### config.mk
export PLATFORM = sky130hd
export DESIGN_NAME = csma_station_backoff_sender
export DESIGN_NICKNAME = d
export VERILOG_FILES = /design/src/rtl/csma_pkg.sv /design/src/rtl/csma_station_backoff_sender.sv
export SDC_FILE = /design/constraint.sdc
export NUM_CORES = 1
export LEC_CHECK = 0
export BUFFER_PORTS_ARGS = -buffer_cell sky130_fd_sc_hd__buf_2
export CAP_MARGIN = 10
export CORE_UTILIZATION = 56
export CTS_BUF_LIST = sky130_fd_sc_hd__clkbuf_16
export DETAILED_ROUTE_END_ITERATION = 6
export GPL_ROUTABILITY_DRIVEN = 0
export PLACE_DENSITY = 0.71
export RECOVER_POWER = 25
export SLEW_MARGIN = 0
export SYNTH_ARGS = -nofsm -noshare
export SYNTH_HDL_FRONTEND = slang
export SYNTH_SLANG_ARGS = --single-unit
export TNS_END_PERCENT = 50
### constraint.sdc
create_clock -name clk -period 9.31 [get_ports clk]
set_clock_uncertainty 0.2 [all_clocks]
set_input_delay 0.4655 -clock clk [delete_from_list [all_inputs] [get_ports clk]]
set_output_delay 0.4655 -clock clk [all_outputs]
set_load 0.02 [all_outputs]
### src/rtl/csma_pkg.sv
// Types and constants shared by the CSMA/CA station sender.
package csma_pkg;

  localparam logic [2:0] CMD_ENQ_DATA = 3'd0;
  localparam logic [2:0] CMD_ENQ_ACK  = 3'd1;
  localparam logic [2:0] CMD_TICK     = 3'd2;
  localparam logic [2:0] CMD_ACK_RX   = 3'd3;
  localparam logic [2:0] CMD_TIMEOUT  = 3'd4;

  localparam int CFG_IDX_W  = 2;
  localparam int CFG_DATA_W = 10;
  localparam logic [CFG_IDX_W-1:0] REG_BACKOFF_WINDOW = 2'd0;
  localparam logic [CFG_IDX_W-1:0] REG_MAX_RETRIES    = 2'd1;

  localparam logic [9:0] BACKOFF_WINDOW_RST = 10'd400;
  localparam logic [2:0] MAX_RETRIES_RST    = 3'd3;

  localparam logic [16:0] DRAW_MAX      = 17'd8191;
  localparam logic [3:0]  ATTEMPT_MAX   = 4'd15;

  typedef struct packed {
    logic [2:0]  command;
    logic [5:0]  peer;
    logic [15:0] frame_ref;
    logic [15:0] random_draw;
  } in_item_t;

  typedef struct packed {
    logic        sent;
    logic        sent_is_ack;
    logic [5:0]  sent_dest;
    logic [15:0] sent_id;
    logic        start_timer;
    logic        dropped_now;
    logic        queue_full;
    logic [15:0] drop_total;
    logic [4:0]  pending;
  } out_item_t;

  typedef struct packed {
    logic        is_ack;
    logic [5:0]  dest;
    logic [15:0] ack_id;
  } frame_t;

endpackage

### src/rtl/csma_station_backoff_sender.sv
// CSMA/CA station sender: frame queue, random backoff and retransmission control.
//
//  channel | direction | handshake          | payload
//  in_     | input     | in_valid/in_stall  | in_data  (command, peer, frame_ref, random_draw)
//  out_    | output    | out_valid/out_stall| out_data (send, drop and queue status)
//  cfg_    | input     | cfg_valid/cfg_ready| cfg_index, cfg_wdata
//
// Each item goes through an accept state, two passes through the shared
// 16x16 multiplier (window, then random_draw * window), and an update state.
// The update state waits while the output register still holds a result that is
// stalled; a new item is accepted once the update has been committed.
// Reset is synchronous and active low; the frame queue itself is not cleared.
module csma_station_backoff_sender #(
  parameter int QUEUE_DEPTH = 16
) (
  input  logic                                clk,
  input  logic                                rst_n,
  input  logic                                in_valid,
  output logic                                in_stall,
  input  csma_pkg::in_item_t                  in_data,
  output logic                                out_valid,
  input  logic                                out_stall,
  output csma_pkg::out_item_t                 out_data,
  input  logic                                cfg_valid,
  output logic                                cfg_ready,
  input  logic [csma_pkg::CFG_IDX_W-1:0]      cfg_index,
  input  logic [csma_pkg::CFG_DATA_W-1:0]     cfg_wdata
);
  import csma_pkg::*;

  localparam int IDX_W  = (QUEUE_DEPTH > 1) ? $clog2(QUEUE_DEPTH) : 1;
  localparam int FILL_W = $clog2(QUEUE_DEPTH + 1);

  localparam logic [1:0] ST_IDLE = 2'd0;
  localparam logic [1:0] ST_WIN  = 2'd1;
  localparam logic [1:0] ST_DRAW = 2'd2;
  localparam logic [1:0] ST_EXEC = 2'd3;

  logic [1:0]        state_r, state_nxt;
  in_item_t          item_r;
  logic [31:0]       prod_r;
  logic [9:0]        bw_r;
  logic [2:0]        maxr_r;

  logic              idle_r, idle_nxt;
  logic [12:0]       count_r, count_nxt;
  logic [15:0]       fc_r, fc_nxt;
  logic [3:0]        attempt_r, attempt_nxt;
  logic [15:0]       drop_r, drop_nxt;
  logic [IDX_W-1:0]  head_r, head_nxt;
  logic [IDX_W-1:0]  tail_r, tail_nxt;
  logic [FILL_W-1:0] fill_r, fill_nxt;

  frame_t            fifo_mem [QUEUE_DEPTH];
  frame_t            mem_rd_r;
  frame_t            mem_wdata;
  logic              mem_we;

  logic              out_valid_r;
  out_item_t         out_data_r, res;

  logic [15:0]       mul_a, mul_b;
  logic [31:0]       mul_p;
  logic              widen;
  logic [4:0]        attempt_inc;
  logic [16:0]       draw_sum;
  logic [12:0]       draw;
  logic              commit;
  logic [FILL_W+4:0] pending_ext;

  assign in_stall  = (state_r != ST_IDLE);
  assign cfg_ready = 1'b1;
  assign out_valid = out_valid_r;
  assign out_data  = out_data_r;

  // A timeout that is still within the retry limit draws from the widened window.
  assign attempt_inc = {1'b0, attempt_r} + 5'd1;
  assign widen = (item_r.command == CMD_TIMEOUT) && ({1'b0, maxr_r} >= attempt_r);

  always_comb begin
    mul_a = 16'd0;
    mul_b = 16'd0;
    case (state_r)
      ST_WIN: begin
        mul_a = {6'd0, bw_r};
        mul_b = widen ? {11'd0, attempt_inc} : 16'd1;
      end
      ST_DRAW: begin
        mul_a = item_r.random_draw;
        mul_b = {1'b0, prod_r[14:0]};
      end
      default: begin
        mul_a = 16'd0;
        mul_b = 16'd0;
      end
    endcase
  end

  assign mul_p = mul_a * mul_b;

  assign draw_sum = {1'b0, prod_r[31:16]} + 17'd1;
  assign draw = (draw_sum > DRAW_MAX) ? DRAW_MAX[12:0] : draw_sum[12:0];

  assign commit = (state_r == ST_EXEC) && (!out_valid_r || !out_stall);

  always_comb begin
    logic finish;
    logic matched;
    finish      = 1'b0;
    matched     = (fill_r != '0) && (item_r.frame_ref == fc_r);
    res         = '0;
    idle_nxt    = idle_r;
    count_nxt   = count_r;
    fc_nxt      = fc_r;
    attempt_nxt = attempt_r;
    drop_nxt    = drop_r;
    head_nxt    = head_r;
    tail_nxt    = tail_r;
    fill_nxt    = fill_r;
    mem_we      = 1'b0;
    mem_wdata.is_ack = (item_r.command == CMD_ENQ_ACK);
    mem_wdata.dest   = item_r.peer;
    mem_wdata.ack_id = (item_r.command == CMD_ENQ_ACK) ? item_r.frame_ref : 16'd0;

    case (item_r.command)
      CMD_ENQ_DATA, CMD_ENQ_ACK: begin
        if (fill_r == FILL_W'(QUEUE_DEPTH)) begin
          res.queue_full = 1'b1;
        end else begin
          mem_we   = 1'b1;
          tail_nxt = (tail_r == IDX_W'(QUEUE_DEPTH - 1)) ? '0 : tail_r + 1'b1;
          fill_nxt = fill_r + 1'b1;
          if (idle_r) begin
            count_nxt = draw;
            idle_nxt  = 1'b0;
          end
        end
      end
      CMD_TICK: begin
        if (!idle_r && count_r != 13'd0) begin
          count_nxt = count_r - 13'd1;
          if (count_r == 13'd1) begin
            if (fill_r == '0) begin
              idle_nxt = 1'b1;
            end else begin
              res.sent      = 1'b1;
              res.sent_dest = mem_rd_r.dest;
              if (mem_rd_r.is_ack) begin
                res.sent_is_ack = 1'b1;
                res.sent_id     = mem_rd_r.ack_id;
                finish          = 1'b1;
              end else begin
                res.sent_id     = fc_r;
                res.start_timer = 1'b1;
                if (attempt_r != ATTEMPT_MAX) begin
                  attempt_nxt = attempt_r + 4'd1;
                end
              end
            end
          end
        end
      end
      CMD_ACK_RX: begin
        finish = matched;
      end
      CMD_TIMEOUT: begin
        if (matched) begin
          if (widen) begin
            count_nxt = draw;
            idle_nxt  = 1'b0;
          end else begin
            drop_nxt        = drop_r + 16'd1;
            res.dropped_now = 1'b1;
            finish          = 1'b1;
          end
        end
      end
      default: begin
        finish = 1'b0;
      end
    endcase

    // The head frame is done: pop it and, if another frame waits, start a base draw for it.
    if (finish) begin
      head_nxt    = (head_r == IDX_W'(QUEUE_DEPTH - 1)) ? '0 : head_r + 1'b1;
      fill_nxt    = fill_r - 1'b1;
      fc_nxt      = fc_r + 16'd1;
      attempt_nxt = 4'd0;
      if (fill_r == FILL_W'(1)) begin
        idle_nxt  = 1'b1;
        count_nxt = 13'd0;
      end else begin
        idle_nxt  = 1'b0;
        count_nxt = draw;
      end
    end

    pending_ext    = {5'd0, fill_nxt};
    res.drop_total = drop_nxt;
    res.pending    = pending_ext[4:0];
  end

  always_comb begin
    state_nxt = state_r;
    case (state_r)
      ST_IDLE: if (in_valid) state_nxt = ST_WIN;
      ST_WIN:  state_nxt = ST_DRAW;
      ST_DRAW: state_nxt = ST_EXEC;
      ST_EXEC: if (commit) state_nxt = ST_IDLE;
      default: state_nxt = ST_IDLE;
    endcase
  end

  always_ff @(posedge clk) begin
    if (state_r == ST_IDLE && in_valid) begin
      item_r <= in_data;
    end
    if (state_r == ST_WIN || state_r == ST_DRAW) begin
      prod_r <= mul_p;
    end
    if (commit) begin
      out_data_r <= res;
    end
  end

  // Frame queue: written at the tail on enqueue, head read registered every cycle.
  always_ff @(posedge clk) begin
    if (commit && mem_we) begin
      fifo_mem[tail_r] <= mem_wdata;
    end
    mem_rd_r <= fifo_mem[head_r];
  end

  always_ff @(posedge clk) begin
    if (!rst_n) begin
      state_r     <= ST_IDLE;
      out_valid_r <= 1'b0;
      bw_r        <= BACKOFF_WINDOW_RST;
      maxr_r      <= MAX_RETRIES_RST;
      idle_r      <= 1'b1;
      count_r     <= 13'd0;
      fc_r        <= 16'd0;
      attempt_r   <= 4'd0;
      drop_r      <= 16'd0;
      head_r      <= '0;
      tail_r      <= '0;
      fill_r      <= '0;
    end else begin
      state_r <= state_nxt;
      if (commit) begin
        out_valid_r <= 1'b1;
      end else if (!out_stall) begin
        out_valid_r <= 1'b0;
      end
      if (cfg_valid && cfg_ready) begin
        case (cfg_index)
          REG_BACKOFF_WINDOW: bw_r   <= cfg_wdata;
          REG_MAX_RETRIES:    maxr_r <= cfg_wdata[2:0];
          default:            bw_r   <= bw_r;
        endcase
      end
      if (commit) begin
        idle_r    <= idle_nxt;
        count_r   <= count_nxt;
        fc_r      <= fc_nxt;
        attempt_r <= attempt_nxt;
        drop_r    <= drop_nxt;
        head_r    <= head_nxt;
        tail_r    <= tail_nxt;
        fill_r    <= fill_nxt;
      end
    end
  end

endmodule

---- After elaboration in Yosys (flattened, before gate mapping) ----
Memory sizes are Yosys's and may differ from the RTL's. A register that Yosys moved wholly into a read port is not among the register bits.
Index checks and enable logic that the tools add are counted.
word-level totals
  flip-flop bits (word level) ............. 200
  bits in writable memories ............... 368
  input bits .............................. 58
  logic and storage cells ................. 162
  memories ................................ 1
cells by class
  add/subtract/negate cells ............... 10
  multipliers ............................. 1
  order comparisons ....................... 2
  equal/unequal tests ..................... 27
  muxes and demuxes ....................... 57
  bitwise logic cells ..................... 4
  reductions and logical operators ........ 34
memory list
  memory    depth  width  read ports  clocked after Yosys merged registers in  write ports  line                               text
  fifo_mem  16     23     1           1                                        1            csma_station_backoff_sender.sv:54  frame_t fifo_mem [QUEUE_DEPTH];
operators with widths
  cell                                                  number
  two-way mux 13 bit                                    8
  two-way mux 16 bit                                    5
  one-hot mux 13 bit (3 select lines)                   1
  two-way mux 4 bit                                     9
  adder 16 x 1 -> 16 bit, second input constant         2
  multiplier 16 x 16 -> 32 bit                          1
  one-hot mux 16 bit (2 select lines)                   1
  one-hot mux 15 bit (2 select lines)                   1
  two-way mux 25 bit                                    1
  two-way mux 1 bit                                     22
  two-way mux 5 bit                                     4
  adder 16 x 1 -> 17 bit, second input constant         1
  > comparator 17 x 13 -> 1 bit, second input constant  1
  == test 16 bit                                        1
  != test 3 bit, second input constant                  5
  AND reduction 7 bit                                   2
  == test 13 x 1 -> 1 bit, second input constant        1
  nonzero test 13 bit                                   1
  subtractor 13 x 1 -> 13 bit, second input constant    1
  adder 4 x 1 -> 4 bit, second input constant           3
  nonzero test 2 bit                                    5
  == test 4 bit, second input constant                  2
  one-hot mux 2 bit (4 select lines)                    1
  AND reduction 2 bit                                   4
  other kinds (31)                                      52

---- Logic depth before layout (Yosys ltp) ----
  word-level depth ........................ 8
  mapped depth ............................ 30
  gate-level depth less buffers ........... 30

---- Least setup slack after synthesis ----
Ideal clock, no wire load.
  kind .................................... flip-flop to flip-flop
  start ................................... reg state_r[1]
  end ..................................... reg prod_r[29], data pin
  library setup time ...................... 0.265 ns
  data arrival time ....................... 7.123 ns
  setup slack ............................. 1.722 ns
  stages on the path, launching flop included .. 27
  cells stage by stage .................... dfxtp_1 inv_1 ha_1 clkbuf_1 and2_1 clkbuf_1 nand2_1 fa_1 fa_1 inv_1 fa_1 inv_1 fa_1 inv_1 fa_1 inv_1 fa_1 inv_1 ha_1 a211oi_1 o21ai_0 a211oi_1 o21ai_0 a41o_1 a311oi_1 o21ai_0 xor2_1
between the ends
  cells in the longest elaborated chain, start to end .. 3
  elaborated cells between the ends (all ways) .. 5
  classes of those cells .................. 1 x mul; 2 x eq/ne; 2 x mux
ends and longest elaborated chain
  what                                                                                        line                                text
  from (decl)                                                                                 csma_station_backoff_sender.sv:39   logic [1:0] state_r, state_nxt;
  from (signal assigned)                                                                      csma_station_backoff_sender.sv:249  state_r <= state_nxt;
  == test 2 bit or == test 2 x 1 -> 1 bit (tied branches)                                     csma_station_backoff_sender.sv:83   case (state_r)
  one-hot mux 16 bit (2 select lines) or one-hot mux 15 bit (2 select lines) (tied branches)  csma_station_backoff_sender.sv:83
  multiplier 16 x 16 -> 32 bit *                                                              csma_station_backoff_sender.sv:99   assign mul_p = mul_a * mul_b;
  via mul_p[29]                                                                               csma_station_backoff_sender.sv:63   logic [31:0] mul_p;
  to (signal assigned)                                                                        csma_station_backoff_sender.sv:219  prod_r <= mul_p;
  to (decl)                                                                                   csma_station_backoff_sender.sv:41   logic [31:0] prod_r;
Mark *: on every way through the listed nets, which the timed path passes. The rest lies on a longest branch.
A chain may end at the register's enable or synchronous reset.

---- Worst setup path in the final report ----
  start ................................... reg item_r[38] in the netlist's numbering
  end ..................................... reg prod_r[30], data pin
between the ends
  cells in the longest elaborated chain, start to end .. 5
ends and longest elaborated chain
  what                                 line                                text
  from (decl)                          csma_station_backoff_sender.sv:40   in_item_t item_r;
  from (signal assigned)               csma_station_backoff_sender.sv:216  item_r <= in_data;
  == test 3 bit                        csma_station_backoff_sender.sv:78   assign widen = (item_r.command == CMD_TIMEOUT) && ({1'b0, maxr_r} >= attempt_r);
  logical AND 1 bit                    csma_station_backoff_sender.sv:78
  two-way mux 5 bit                    csma_station_backoff_sender.sv:86   mul_b = widen ? {11'd0, attempt_inc} : 16'd1;
  one-hot mux 15 bit (2 select lines)  csma_station_backoff_sender.sv:83
  multiplier 16 x 16 -> 32 bit         csma_station_backoff_sender.sv:99
  via mul_p[30]                        csma_station_backoff_sender.sv:63
The timed path passes the listed nets, and every way through them passes these cells.

==> reports/qor.csv <==
stage;metric;value;unit
critical_path;CP endpoint kind;flip-flop;
sta;max_slew headroom;-55.22;%
detailed_routing;WL per Instance;22.92;um
final_layout;nets;2874;
global_route;Global Route Usage Sum;27.41;%
critical_path;r2r startpoint;item_r[38];
detailed_routing;met3 wire length;5.072;mm
detailed_routing;drt drc;0;
place;Post-Place Setup Slack;0.9679;ns
detailed_routing;DRT Pass-1 Iters;5;
detailed_routing;metal2 WL;37.55;mm
final_layout;layout cells sized above 1;12.68;%
synth;Synth Register Bits;590;
sta;RSZ-0062 raised after global routing;false;
pwr;Clock Power Share;32.9;%
cts;# resized after CTS;0;
synth;Synth Area in Adders;16.36;%
sta;hold_ws;0.1409;ns
pwr;Switching Fraction;30.80;%
outcome;failing checks;capacitance limit, slew limit;
pwr;Overall Power;6898;uW
hold_path;Hold EP;bw_r[0];
critical_path;CP Data Required Time;9.49;ns
critical_path;Critical Path Fanout Max;21;
cts;Root Buffer;clkbuf_16;
hold_path;hold path startpoint;cfg_index[0];
final_layout;P&R area growth vs syn;11.82;%
die;CORE AREA;55310;sq um
detailed_routing;initial DRC count;1656;
sta;Slew Limit Fails;45;
synth;Post-synth EDFFs;488;
pwr;P per Cell Area;196.0;nW/um^2
pwr;part of the power in registers;48.2;%
synth;Gate Count Post-Synth;2361;
hold_path;worst hold path class;in -> reg;
pwr;switching power of the nets;2125;uW
global_route;vias in the first global route;20439;
place;Port Buffer Count;107;
final_layout;fill count;4168;
outcome;status;finished, violations left;
critical_path;reg2reg setup slack;0.82;ns
global_route;global-route wire length before repair;117.3;mm
hold_path;hold depth;5;
sta;final worst setup slack;0.8183;ns
pwr;Max IR drop VDD;0.2364;mV
detailed_routing;post-route ant nets;0;
sta;Fin Setup TNS;0;ns
cts;clk slew on worst S/H paths;0.06;ns
final_layout;register area;16700;sq um
critical_path;R2R cell count;26;
critical_path;worst endpoint data arrival time;8.67;ns
synth;post-synth top area share;46.56;%
synth;async set or reset register ratio after synthesis;0;%
die;Die Ht;239.1;um
synth;cell taking the most area after synthesis;edfxtp_1;
pwr;internal power;4773;uW
synth;count leader, synth;edfxtp_1;
synth;Post-Synth Simple-Gate Area;9.974;%
detailed_routing;uppermost routed layer;met5;
cts;CTS sink cnt;590;
flow_run;maximum capacitance violations;1;
critical_path;critical path type;reg -> reg;
synth;top_reg_cell synth;edfxtp_1;
detailed_routing;routed wire length;75.88;mm
die;die width;239.1;um
synth;Mapped Area;31470;sq um
synth;Post-Synth XOR/XNOR Area;2.727;%
synth;Post-Syn Nets;2722;
detailed_routing;via count;19862;
detailed_routing;vias per cell;5.999;
sta;fin crit period;8.492;ns
cts;CTS tree;built;
global_route;grt ovf;0;
cts;clk_lat worst skew;0.65;ns
critical_path;CP startpoint kind;flip-flop;
synth;Syn Area/Cell;13.33;sq um
synth;Synth Warn #;0;
synth;Yosys cell types;83;
synth;Post-synth top cells;488 x edfxtp_1, 218 x inv_1, 210 x nor2_1, 203 x nand2_1, 181 x fa_1;
pwr;combinational share of power;18.9;%
die;initial core utilization;56.91;%
sta;post-route clock period utilization;91.21;%
cts;CTS H-Tree Depth;2;
synth;post-synthesis mux area share;9.000;%
final_layout;Multi-input gate area;13580;sq um
cts;Max clock buf depth;3;
global_route;largest net degree at the start of global routing;94;
synth;Area contributors post-synth;edfxtp_1 47%, fa_1 12%, mux4_2 8.2%;
synth;post-synthesis compound-gate area fraction;4.886;%
final_layout;number of diodes;0;
cts;TritonCTS Buffers;60;
critical_path;reg-to-reg critical path endpoint;prod_r[30];
sta;Slew @ Worst Pin;2.328;ns
synth;largest family of logic cells by synthesized area;adder cells;
detailed_routing;WL met1;29.93;mm
die;Die ar.;57150;sq um
sta;final setup fails;0;
global_route;initial antenna violation count;1;
sta;fmax;0.1178;GHz
die;I/O pin total;109;
sta;Hold Violations, Final;0;
die;num rows;86;
synth;post-synthesis sequential area ratio;53.05;%
pwr;leak pwr;0.01294;uW
place;HPWL Detailed;50.67;mm
## cells in the final DEF, fill, tap and decap left out, drive strengths merged, types with 10 or more instances in the layout
master       instances
nand2b              11
dfxtp              102
o21ai               44
clkbuf             121
nor3                31
fa                 181
a21oi               68
a22o                10
nand2              204
dlygate4sd3         52
inv                236
xnor2               62
and3                52
or3                 10
buf                 85
nand4               27
a21o                14
ha                 122
o311ai              14
mux2i               22
xor2                36
nor2               210
mux4               115
and2                31
clkinv              30
nand3               65
edfxtp             488
a211oi              10
## worst max-delay path by stage
stage / start / endpoint
4_1_cts: item_r[38] / prod_r[30]
2_1_floorplan: state_r[1] / prod_r[29]
6_report: item_r[38] / prod_r[30]
3_5_place_dp: item_r[38] / prod_r[30]
5_1_grt: item_r[38] / prod_r[30]
3_3_place_gp: attempt_r[0] / prod_r[30]
## power by group through the flow
stage                     Clock, uW  Combinational [uW]  Sequential, uW
final                          2270                1300            3330
after global routing           2400                1440            3340
after CTS                      2310                1310            3320
after detailed placement          0                1280            3370
after global placement            0                1250            3370
after floorplan                   0                 890            3280
## what timing repair did
action / 4_1_cts / 5_1_grt
hold buffers: 52 / 0
endpoints found under the hold margin: 55 / 0
endpoints found under the setup margin: 0 / 0
setup buffers: 0 / 0
## worst max-delay path, cell delays in order, from the launching register on
cell,delay [ns]
edfxtp_1,0.72
nor2_1,0.21
nand2_1,0.09
nor3_1,0.73
nand2_1,0.14
o21ai_0,0.63
nand2_1,0.27
nor2_1,0.19
fa_1,0.44
inv_1,0.09
fa_1,0.43
fa_1,0.50
fa_1,0.50
inv_1,0.07
fa_1,0.53
inv_1,0.05
fa_1,0.54
inv_1,0.05
ha_1,0.34
nand3_1,0.12
nor2_1,0.11
o311ai_1,0.16
nor3_1,0.27
and4b_1,0.27
o311ai_1,0.33
a21oi_1,0.13
xnor2_1,0.13
## registers in the layout (all words and copies together), names as in the netlist
signal / count
bw_r: 10
item_r: 41
state_r: 2
tail_r: 4
idle_r: 1
prod_r: 31
fc_r: 16
attempt_r: 4
maxr_r: 3
head_r: 4
drop_r: 16
mem_rd_r: 23
fifo_mem: 368
fill_r: 5
out_data: 48
out_valid: 1
count_r: 13
## layer usage
metal / vias up / global-route usage (%)
li1: 8758 / -
met1: 10135 / 35.58
met2: 792 / 45.89
met3: 175 / 4.365
met4: 2 / 11.87
met5: - / 0
## metrics by stage
stage,area [sq um],instances,util (%)
after floorplan,31470,2361,-
after global placement,32880,3146,59.45
after detailed placement,32880,3146,59.45
after CTS,35270,3310,63.76
after global routing,35200,3311,63.63
final,35200,3311,63.63
## area by class of cell
class / instances / share of cell area (%)
Multi-Input combinational cell: 1443 / 38.58
Clock inverter: 51 / 0.9599
Tap cell: 748 / 2.659
Clock buffer: 61 / 4.337
Inverter: 221 / 2.378
Timing Repair Buffer: 197 / 3.623
Sequential cell: 590 / 47.46
## cells by family (layout without fill, tap and decap cells)
group,count (synthesis),after routing
buffers and inverters,328,530
other,1,1
adders and majority gates,303,303
and+or+nand+nor,671,671
xor gates and xnor gates,98,98
muxes,139,139
AOI/OAI and AO/OA,231,231
DFF,590,590
Note: power is estimated with default switching activity, not from simulation.
